--- src/hdl/pwsg_pkg.sv ---
// shared types, widths and the quarter-wave sine table of the waveform sample generator
// no dependencies
`timescale 1ns / 1ps

package pwsg_pkg;

  localparam int IDX_W = 15;          // sample index
  localparam int CNT_W = 16;          // sample count register
  localparam int N_W   = CNT_W + 1;   // clamped sample count
  localparam int P_W   = 12;          // peak-to-peak register
  localparam int MV_W  = 12;          // output sample
  localparam int SH_W  = 3;           // shape register
  localparam int CFG_IDX_W = 2;
  localparam int CFG_DATA_W = CNT_W;
  localparam int T_W   = N_W + 2;     // signed 2x - b
  localparam int NUM_W = IDX_W + 16;  // dividend magnitude
  localparam int DEN_W = N_W + 1;     // divisor, up to twice the clamped count
  localparam int Q_W   = 16;          // quotient bits, one per divider stage
  localparam int VAL_W = 18;          // pre-saturation sample

  localparam int DEF_MAX_SAMPLES = 32768;
  localparam int DEF_MAX_P2P_MV  = 3000;

  typedef enum logic [SH_W-1:0] {
    SHAPE_DC       = 3'd0,
    SHAPE_SINE     = 3'd1,
    SHAPE_SQUARE   = 3'd2,
    SHAPE_TRIANGLE = 3'd3,
    SHAPE_SAWTOOTH = 3'd4
  } pwsg_shape_e;

  typedef enum logic [CFG_IDX_W-1:0] {
    CFG_SHAPE = 2'd0,
    CFG_COUNT = 2'd1,
    CFG_P2P   = 2'd2
  } pwsg_cfg_idx_e;

  typedef enum logic [1:0] {
    KIND_ZERO,
    KIND_DIRECT,
    KIND_DIV,
    KIND_SINE
  } pwsg_kind_e;

  typedef struct packed {
    logic [SH_W-1:0] shape;
    logic [N_W-1:0]  n;
    logic [P_W-1:0]  p;
  } pwsg_cfg_t;

  typedef struct packed {
    pwsg_kind_e              kind;
    logic                    neg;
    logic                    err;
    logic signed [MV_W-1:0]  direct;
    logic [P_W-1:0]          p;
  } pwsg_side_t;

  function automatic logic [15:0] sine_quarter(input logic [5:0] k);
    logic [15:0] v;
    unique case (k)
      6'd0:  v = 16'd0;     6'd1:  v = 16'd1608;  6'd2:  v = 16'd3212;
      6'd3:  v = 16'd4808;  6'd4:  v = 16'd6393;  6'd5:  v = 16'd7962;
      6'd6:  v = 16'd9512;  6'd7:  v = 16'd11039; 6'd8:  v = 16'd12539;
      6'd9:  v = 16'd14010; 6'd10: v = 16'd15446; 6'd11: v = 16'd16846;
      6'd12: v = 16'd18204; 6'd13: v = 16'd19519; 6'd14: v = 16'd20787;
      6'd15: v = 16'd22005; 6'd16: v = 16'd23170; 6'd17: v = 16'd24279;
      6'd18: v = 16'd25329; 6'd19: v = 16'd26319; 6'd20: v = 16'd27245;
      6'd21: v = 16'd28105; 6'd22: v = 16'd28898; 6'd23: v = 16'd29621;
      6'd24: v = 16'd30273; 6'd25: v = 16'd30852; 6'd26: v = 16'd31356;
      6'd27: v = 16'd31785; 6'd28: v = 16'd32137; 6'd29: v = 16'd32412;
      6'd30: v = 16'd32609; 6'd31: v = 16'd32728;
      default: v = 16'd32767;
    endcase
    return v;
  endfunction

endpackage

--- src/hdl/pwsg_prep.sv ---
// front stages: range check, shape decode and numerator/denominator forming
// depends on pwsg_pkg
`timescale 1ns / 1ps

module pwsg_prep (
  input  logic                          clk_i,
  input  logic                          rst_ni,
  input  logic                          en_i,
  input  logic                          valid_i,
  input  logic [pwsg_pkg::IDX_W-1:0]    sample_index_i,
  input  pwsg_pkg::pwsg_cfg_t           cfg_i,
  output logic                          valid_o,
  output logic [pwsg_pkg::NUM_W-1:0]    num_o,
  output logic [pwsg_pkg::DEN_W-1:0]    den_o,
  output pwsg_pkg::pwsg_side_t          side_o
);
  import pwsg_pkg::*;

  // stage 1: captured index
  logic             v1_q;
  logic [IDX_W-1:0] idx1_q;

  logic [N_W-1:0] i17, half, up, x, b;
  logic [DEN_W-1:0] den1;
  logic signed [T_W-1:0] t1;
  pwsg_side_t side1;

  always_comb begin
    i17  = N_W'(idx1_q);
    half = cfg_i.n >> 1;
    up   = cfg_i.n - half;
    x    = i17;
    b    = cfg_i.n;
    den1 = DEN_W'(1);
    side1.kind   = KIND_ZERO;
    side1.neg    = 1'b0;
    side1.err    = (i17 >= cfg_i.n);
    side1.direct = '0;
    side1.p      = cfg_i.p;
    unique case (cfg_i.shape)
      SHAPE_SINE: begin
        side1.kind = KIND_SINE;
        den1 = cfg_i.n;
      end
      SHAPE_SQUARE: begin
        side1.kind   = KIND_DIRECT;
        side1.direct = (i17 < half) ? -$signed(MV_W'(cfg_i.p >> 1))
                                    : $signed(MV_W'(cfg_i.p >> 1));
      end
      SHAPE_TRIANGLE: begin
        side1.kind = KIND_DIV;
        if (i17 < up) begin
          x = i17;
          b = up;
        end else begin
          x = cfg_i.n - i17;
          b = half;
        end
        den1 = DEN_W'({b, 1'b0});
      end
      SHAPE_SAWTOOTH: begin
        side1.kind = KIND_DIV;
        den1 = DEN_W'({b, 1'b0});
      end
      default: side1.kind = KIND_ZERO;
    endcase
    if (side1.err) begin
      side1.kind = KIND_ZERO;
      den1 = DEN_W'(1);
    end
    t1 = $signed({1'b0, x, 1'b0}) - $signed({2'b00, b});
  end

  // stage 2: operands ready for the multiply
  logic                  v2_q;
  logic [IDX_W-1:0]      idx2_q;
  logic signed [T_W-1:0] t2_q;
  logic [DEN_W-1:0]      den2_q;
  pwsg_side_t            side2_q;

  logic signed [31:0] prod2, mag2;
  logic               neg2;
  pwsg_side_t         side2;
  logic [NUM_W-1:0]   num2;

  always_comb begin
    prod2 = $signed({1'b0, side2_q.p}) * t2_q;
    neg2  = prod2 < 0;
    mag2  = neg2 ? -prod2 : prod2;
    side2 = side2_q;
    side2.neg = neg2 && (side2_q.kind == KIND_DIV);
    num2  = (side2_q.kind == KIND_SINE) ? {idx2_q, 16'd0} : mag2[NUM_W-1:0];
  end

  logic v3_q;

  always_ff @(posedge clk_i or negedge rst_ni) begin
    if (!rst_ni) begin
      v1_q <= 1'b0;
      v2_q <= 1'b0;
      v3_q <= 1'b0;
    end else if (en_i) begin
      v1_q <= valid_i;
      v2_q <= v1_q;
      v3_q <= v2_q;
    end
  end

  always_ff @(posedge clk_i) begin
    if (en_i) begin
      idx1_q  <= sample_index_i;
      idx2_q  <= idx1_q;
      t2_q    <= t1;
      den2_q  <= den1;
      side2_q <= side1;
      num_o   <= num2;
      den_o   <= den2_q;
      side_o  <= side2;
    end
  end

  assign valid_o = v3_q;

endmodule

--- src/hdl/pwsg_div.sv ---
// pipelined restoring divider, one quotient bit per stage, side data carried along
// depends on pwsg_pkg
`timescale 1ns / 1ps

module pwsg_div (
  input  logic                          clk_i,
  input  logic                          rst_ni,
  input  logic                          en_i,
  input  logic                          valid_i,
  input  logic [pwsg_pkg::NUM_W-1:0]    num_i,
  input  logic [pwsg_pkg::DEN_W-1:0]    den_i,
  input  pwsg_pkg::pwsg_side_t          side_i,
  output logic                          valid_o,
  output logic [pwsg_pkg::Q_W-1:0]      quot_o,
  output pwsg_pkg::pwsg_side_t          side_o
);
  import pwsg_pkg::*;

  logic             v_q   [Q_W];
  logic [DEN_W-1:0] r_q   [Q_W];
  logic [Q_W-1:0]   q_q   [Q_W];
  logic [NUM_W-1:0] dv_q  [Q_W];
  logic [DEN_W-1:0] den_q [Q_W];
  pwsg_side_t       side_q[Q_W];

  for (genvar k = 0; k < Q_W; k++) begin : g_stage
    logic             v_prev;
    logic [DEN_W-1:0] r_prev, den_prev, r_new;
    logic [Q_W-1:0]   q_prev;
    logic [NUM_W-1:0] dv_prev;
    pwsg_side_t       side_prev;
    logic [DEN_W:0]   trial;
    logic             ge;

    if (k == 0) begin : g_first
      // the quotient fits in Q_W bits, so the upper dividend bits stay below the divisor
      assign v_prev    = valid_i;
      assign r_prev    = DEN_W'(num_i[NUM_W-1:Q_W]);
      assign q_prev    = '0;
      assign dv_prev   = num_i;
      assign den_prev  = den_i;
      assign side_prev = side_i;
    end else begin : g_next
      assign v_prev    = v_q[k-1];
      assign r_prev    = r_q[k-1];
      assign q_prev    = q_q[k-1];
      assign dv_prev   = dv_q[k-1];
      assign den_prev  = den_q[k-1];
      assign side_prev = side_q[k-1];
    end

    always_comb begin
      trial = {r_prev, dv_prev[Q_W-1-k]};
      ge    = trial >= {1'b0, den_prev};
      r_new = ge ? DEN_W'(trial - {1'b0, den_prev}) : DEN_W'(trial);
    end

    always_ff @(posedge clk_i or negedge rst_ni) begin
      if (!rst_ni) begin
        v_q[k] <= 1'b0;
      end else if (en_i) begin
        v_q[k] <= v_prev;
      end
    end

    always_ff @(posedge clk_i) begin
      if (en_i) begin
        r_q[k]    <= r_new;
        q_q[k]    <= {q_prev[Q_W-2:0], ge};
        dv_q[k]   <= dv_prev;
        den_q[k]  <= den_prev;
        side_q[k] <= side_prev;
      end
    end
  end

  assign valid_o = v_q[Q_W-1];
  assign quot_o  = q_q[Q_W-1];
  assign side_o  = side_q[Q_W-1];

endmodule

--- src/hdl/pwsg_post.sv ---
// back stages: sine interpolation and scaling, sign, selection, saturation, output register
// depends on pwsg_pkg
`timescale 1ns / 1ps

module pwsg_post (
  input  logic                              clk_i,
  input  logic                              rst_ni,
  input  logic                              en_i,
  input  logic                              valid_i,
  input  logic [pwsg_pkg::Q_W-1:0]          quot_i,
  input  pwsg_pkg::pwsg_side_t              side_i,
  output logic                              valid_o,
  output logic signed [pwsg_pkg::MV_W-1:0]  sample_mv_o,
  output logic                              index_error_o
);
  import pwsg_pkg::*;

  // stage a: quadrant fold and table read
  logic [1:0]  quad;
  logic [14:0] um;
  logic [15:0] base_a, diff_a;
  logic [8:0]  f_a;
  logic signed [16:0] dv_a;

  always_comb begin
    quad = quot_i[15:14];
    um   = quad[0] ? 15'd16384 - {1'b0, quot_i[13:0]} : {1'b0, quot_i[13:0]};
    if (um[14]) begin
      base_a = sine_quarter(6'd32);
      diff_a = '0;
      f_a    = '0;
    end else begin
      base_a = sine_quarter({1'b0, um[13:9]});
      diff_a = sine_quarter({1'b0, um[13:9]} + 6'd1) - base_a;
      f_a    = um[8:0];
    end
    dv_a = side_i.neg ? -$signed({1'b0, quot_i}) : $signed({1'b0, quot_i});
  end

  logic               va_q, vb_q, vc_q, vo_q;
  logic [15:0]        base_q, diff_q;
  logic [8:0]         f_q;
  logic               sneg_q;
  logic signed [16:0] dva_q, dvb_q, dvc_q;
  pwsg_side_t         sa_q, sb_q, sc_q;

  // stage b: interpolate
  logic [24:0]        fprod;
  logic [15:0]        smag;
  logic signed [16:0] s_b, s_q;

  always_comb begin
    fprod = diff_q * f_q;
    smag  = base_q + 16'(fprod >> 9);
    s_b   = sneg_q ? -$signed({1'b0, smag}) : $signed({1'b0, smag});
  end

  // stage c: scale by amplitude
  logic signed [30:0] pc_q;
  logic signed [30:0] p_c;

  assign p_c = $signed({1'b0, sb_q.p}) * s_q;

  // stage d: truncate toward zero, select, saturate
  logic signed [30:0]      pmag;
  logic [14:0]             psh;
  logic signed [VAL_W-1:0] sv, val;
  logic signed [MV_W-1:0]  mv_d;

  always_comb begin
    pmag = (pc_q < 0) ? -pc_q : pc_q;
    psh  = 15'(pmag >>> 16);
    sv   = (pc_q < 0) ? -$signed({3'b000, psh}) : $signed({3'b000, psh});
    unique case (sc_q.kind)
      KIND_ZERO:   val = '0;
      KIND_DIRECT: val = VAL_W'(sc_q.direct);
      KIND_DIV:    val = VAL_W'(dvc_q);
      KIND_SINE:   val = sv;
      default:     val = '0;
    endcase
    if (sc_q.err) val = '0;
    if (val > $signed(VAL_W'(2047)))       mv_d = 12'sd2047;
    else if (val < -$signed(VAL_W'(2048))) mv_d = -12'sd2048;
    else                                   mv_d = MV_W'(val);
  end

  always_ff @(posedge clk_i or negedge rst_ni) begin
    if (!rst_ni) begin
      va_q <= 1'b0;
      vb_q <= 1'b0;
      vc_q <= 1'b0;
      vo_q <= 1'b0;
    end else if (en_i) begin
      va_q <= valid_i;
      vb_q <= va_q;
      vc_q <= vb_q;
      vo_q <= vc_q;
    end
  end

  always_ff @(posedge clk_i) begin
    if (en_i) begin
      base_q <= base_a;
      diff_q <= diff_a;
      f_q    <= f_a;
      sneg_q <= quad[1];
      dva_q  <= dv_a;
      sa_q   <= side_i;
      s_q    <= s_b;
      dvb_q  <= dva_q;
      sb_q   <= sa_q;
      pc_q   <= p_c;
      dvc_q  <= dvb_q;
      sc_q   <= sb_q;
      sample_mv_o   <= mv_d;
      index_error_o <= sc_q.err;
    end
  end

  assign valid_o = vo_q;

endmodule

--- src/hdl/periodic_waveform_sample_generator_top.sv ---
// top level of the waveform sample generator: config registers, clamp and the pipeline
// depends on pwsg_pkg, pwsg_prep, pwsg_div, pwsg_post
//
//  channel | direction | handshake                 | payload
//  in      | input     | in_valid_i / in_stall_o   | sample_index_i
//  out     | output    | out_valid_o / out_stall_i | sample_mv_o, index_error_o
//  cfg     | input     | cfg_we_i                  | cfg_idx_i, cfg_data_i
//
// one sample per clock sustained while the result is not stalled; the pipeline holds
// three front stages, sixteen divider stages of one quotient bit each, four back stages
// reset clears valid bits and restores shape dc, count 1, amplitude 0
// a stalled result freezes the whole pipeline, so in_stall_o follows a stalled output
`timescale 1ns / 1ps

module periodic_waveform_sample_generator_top #(
  parameter int MAX_SAMPLES = pwsg_pkg::DEF_MAX_SAMPLES,
  parameter int MAX_P2P_MV  = pwsg_pkg::DEF_MAX_P2P_MV
) (
  input  logic                              clk_i,
  input  logic                              rst_ni,
  input  logic                              in_valid_i,
  output logic                              in_stall_o,
  input  logic [pwsg_pkg::IDX_W-1:0]        sample_index_i,
  output logic                              out_valid_o,
  input  logic                              out_stall_i,
  output logic signed [pwsg_pkg::MV_W-1:0]  sample_mv_o,
  output logic                              index_error_o,
  input  logic                              cfg_we_i,
  input  logic [pwsg_pkg::CFG_IDX_W-1:0]    cfg_idx_i,
  input  logic [pwsg_pkg::CFG_DATA_W-1:0]   cfg_data_i
);
  import pwsg_pkg::*;

  logic [SH_W-1:0]  shape_q;
  logic [CNT_W-1:0] count_q;
  logic [P_W-1:0]   p2p_q;

  always_ff @(posedge clk_i or negedge rst_ni) begin
    if (!rst_ni) begin
      shape_q <= SHAPE_DC;
      count_q <= CNT_W'(1);
      p2p_q   <= '0;
    end else if (cfg_we_i) begin
      unique case (cfg_idx_i)
        CFG_SHAPE: shape_q <= cfg_data_i[SH_W-1:0];
        CFG_COUNT: count_q <= cfg_data_i;
        CFG_P2P:   p2p_q   <= cfg_data_i[P_W-1:0];
        default: ;
      endcase
    end
  end

  pwsg_cfg_t cfg;

  always_comb begin
    cfg.shape = shape_q;
    cfg.n = (32'(count_q) > MAX_SAMPLES) ? N_W'(MAX_SAMPLES) : N_W'(count_q);
    cfg.p = (32'(p2p_q) > MAX_P2P_MV) ? P_W'(MAX_P2P_MV) : p2p_q;
  end

  logic en;
  assign en         = !(out_valid_o && out_stall_i);
  assign in_stall_o = !en;

  logic             pv, dv;
  logic [NUM_W-1:0] num;
  logic [DEN_W-1:0] den;
  logic [Q_W-1:0]   quot;
  pwsg_side_t       pside, dside;

  pwsg_prep u_prep (
    .clk_i, .rst_ni, .en_i(en),
    .valid_i(in_valid_i), .sample_index_i, .cfg_i(cfg),
    .valid_o(pv), .num_o(num), .den_o(den), .side_o(pside)
  );

  pwsg_div u_div (
    .clk_i, .rst_ni, .en_i(en),
    .valid_i(pv), .num_i(num), .den_i(den), .side_i(pside),
    .valid_o(dv), .quot_o(quot), .side_o(dside)
  );

  pwsg_post u_post (
    .clk_i, .rst_ni, .en_i(en),
    .valid_i(dv), .quot_i(quot), .side_i(dside),
    .valid_o(out_valid_o), .sample_mv_o, .index_error_o
  );

endmodule

--- config.mk ---
export PLATFORM = sky130hd
export DESIGN_NAME = periodic_waveform_sample_generator_top
export DESIGN_NICKNAME = d
export VERILOG_FILES = /design/src/hdl/pwsg_pkg.sv /design/src/hdl/pwsg_prep.sv /design/src/hdl/pwsg_div.sv /design/src/hdl/pwsg_post.sv /design/src/hdl/periodic_waveform_sample_generator_top.sv
export SDC_FILE = /design/constraint.sdc
export NUM_CORES = 2
export LEC_CHECK = 0
export BUFFER_PORTS_ARGS = -buffer_cell sky130_fd_sc_hd__clkbuf_2
export CAP_MARGIN = 40
export CORE_MARGIN = 5
export CORE_UTILIZATION = 60
export CTS_BUF_LIST = sky130_fd_sc_hd__clkbuf_4 sky130_fd_sc_hd__clkbuf_8
export CTS_CLUSTER_DIAMETER = 30
export CTS_CLUSTER_SIZE = 14
export DETAILED_ROUTE_END_ITERATION = 6
export PLACE_DENSITY = 0.76
export SYNTH_ARGS = -nofsm -noshare
export SYNTH_HDL_FRONTEND = slang
export SYNTH_HIERARCHICAL = 1
export SYNTH_SLANG_ARGS = --single-unit
--- constraint.sdc ---
create_clock -name clk_i -period 43.4 [get_ports clk_i]
set_clock_uncertainty 0.2 [all_clocks]
set_input_delay 6.51 -clock clk_i [delete_from_list [all_inputs] [get_ports clk_i]]
set_output_delay 6.51 -clock clk_i [all_outputs]
set_load 0.01 [all_outputs]
==> metrics.yaml <==
cts.repair.resized: 0
grt_pass1_wl_um: 324000
cts-root-buf: "clkbuf_8"
num_vias: 61800
synth_most_common_cell: "edfxtp_1"
cts_setup_buffers: 0
syn_inst: 8269
route.detailed.drc: 0
yosysTopAreaCellShare_pct: 49.2
rsz0062_at_grt: "false"
die_area_um2: 175000
worstSetupStartpointType: "input port"
reg2reg_to: "u_prep/t2_q[16]"
drt_iter0_drc: 4216
clockBufferDepth: 4
holdPathEnd: "u_post/dvb_q[15]"
synth.cell_area_um2: 99800
r2r-start: "count_q[15]"
drive_above_1_share_pct: 11.3
critPathKind: "input port to output port"
setup_viol: 0
drt.antenna.violating_nets: 0
slew-limit-headroom_pct: 19.4
ff2ff_path_depth: 35
cts_tree: "built"
ys_ff_latch: 1690
ctsHoldBuffers: 0
dp_hpwl_um: 145000
htree_levels: 5
numCtsBuffers: 319
cts.sinks: 1690
cts.clk_slew.worst_paths_ps: 60
period_share_pct: 32.9
netlist-cell-type-count: 126
dr.pass1.iters: 6
grt_start_max_net_pins: 205
status: "finished, final reports clean"
synthFlopType: "edfxtp_1"
routedWlPerCell_um: 18.1
report.final.slew_viol_count: 0
worst_pin_slew_ps: 1210
max_cap_violations: 0
die_w_um: 418
initial_core_util_pct: 60.4
crit_fanout: 124
syn2layout_area_growth_pct: 9.39
coreArea_um2: 165000
yosys-top-cells-area: "edfxtp_1, fa_1, ha_1"
rrSetupSlack_ps: 34660
synth_edf_count: 1636
grt_pass1_vias: 63700
worstPathArrival_ps: 7560
min_path_type: "flip-flop to flip-flop"
ys_top_cells_by_count: "edfxtp_1, inv_1, nand2_1"
fillers: 12000
num_io_pins: 53
grtUsageTotal_pct: 22.9
grt_overflow: 0
setup_tns_ps: 0
place.gp.congestion: 0.912
antenna_found_initial: 2
placementRows: 149
synth-seq-area-share_pct: 50.6
port_buffers: 52
holdPathStages: 0
synth_area_leader_cell: "edfxtp_1"
fin_nets: 9612
synth_warnings: 6
hp-start: "u_post/dva_q[15]"
fmax_ghz: 0.0701
end_kind: "output port"
fin_crit_ps: 14270
clk_latency_ps: 1010
finalHoldViolCount: 0
avgSynthCellArea_um2: 12.1
die_h_um: 418
wl_um: 198000
required_ps: 36690
synthArstFlopShare_pct: 3.20
vias_per_cell: 5.68
## critical path, stage by stage
cell	delay (ps)
clkbuf_2	130
nand2_8	560
inv_1	90
clkbuf_2	160
## final cells by class
type | count | area (um2) | share of cell area (%)
Tap cell | 2189 | 2740 | 2.51
Inverter | 1054 | 3960 | 3.63
Timing Repair Buffer | 113 | 948 | 0.869
Antenna cell | 3 | 7.51 | 0.00688
Multi-Input combinational cell | 5281 | 44300 | 40.6
Sequential cell | 1690 | 50500 | 46.3
Clock inverter | 215 | 2090 | 1.91
Clock buffer | 346 | 4630 | 4.24
## layer usage
metal | GRT usage [%] | part of all wire, % | vias up
met1 | 28.2 | 40 | 30100
met5 | 0 | 0 | -
met4 | 9.52 | 4.2 | 0
met2 | 40.5 | 51 | 1703
met3 | 3.38 | 4.5 | 522
li1 | - | - | 29500
## worst max-delay path by stage
stage,startpoint,to,slack [ps]
finish,out_stall_i,in_stall_o,29130
global route,out_stall_i,in_stall_o,29010
CTS,out_stall_i,in_stall_o,29100
detailed placement,out_stall_i,in_stall_o,29100
global placement,out_stall_i,in_stall_o,29090
floorplan,out_stall_i,in_stall_o,8920
## cell families after synthesis
| family | synth area share, % |
|---|---|
| simple gates | 9.84 |
| flops | 50.6 |
| compound gates | 9.66 |
| buf+inv | 5.08 |
| fa+ha+maj | 17.9 |
| xor+xnor | 3.59 |
| mux | 3.37 |
| other cells | 0.00376 |
## state kept, by name (all words and copies together), names as in the netlist, 17 cells and up
name,flops
u_div/q_q,136
u_prep/side2,27
u_post/dva_q,17
u_post/dvb_q,17
u_div/r_q,270
u_post/s_q,17
u_post/sb_q,27
u_prep/den_o,18
u_prep/den2_q,18
u_prep/num_o,31
u_prep/side_o,28
u_prep/t2_q,19
u_post/pc_q,30
u_div/side_q,448
u_post/sa_q,27
u_div/den_q,270
u_div/dv_q,120
u_post/dvc_q,17
## cells in the final DEF, fill, tap and decap left out, types with 50 or more instances in the layout
cell | synthesis | final
nor2b_1 | 87 | 87
a21o_1 | 139 | 139
xor2_1 | 141 | 141
nor2_1 | 432 | 432
and2_1 | 318 | 318
mux2_2 | 194 | 194
ha_1 | 601 | 601
o21ai_0 | 276 | 276
o21a_1 | 83 | 83
inv_1 | 1047 | 1047
nand4_1 | 70 | 70
a21oi_1 | 467 | 467
nand3_1 | 96 | 96
edfxtp_1 | 1636 | 1636
clkbuf_2 | 0 | 52
nand2_1 | 611 | 610
nor3_1 | 103 | 103
clkbuf_8 | 1 | 325
dfrtp_1 | 53 | 53
fa_1 | 514 | 514
mux2_4 | 50 | 50
a31oi_1 | 64 | 64
xnor2_1 | 252 | 252
## per-stage QoR
step	std cells	utilization [%]	area (um2)	setup slack [ps]	hold slack, ps
floorplan	8274	-	99800	8920	200
global placement	10300	61.8	102000	29090	200
detailed placement	10300	62.0	102000	29100	205
CTS	10900	66.1	109000	29100	173
global route	10900	66.1	109000	29010	175
finish	10900	66.1	109000	29130	173
Power is left out: the tool's default activity adds up to more than one toggle a clock period on the data nets, which glitch-free logic cannot reach.
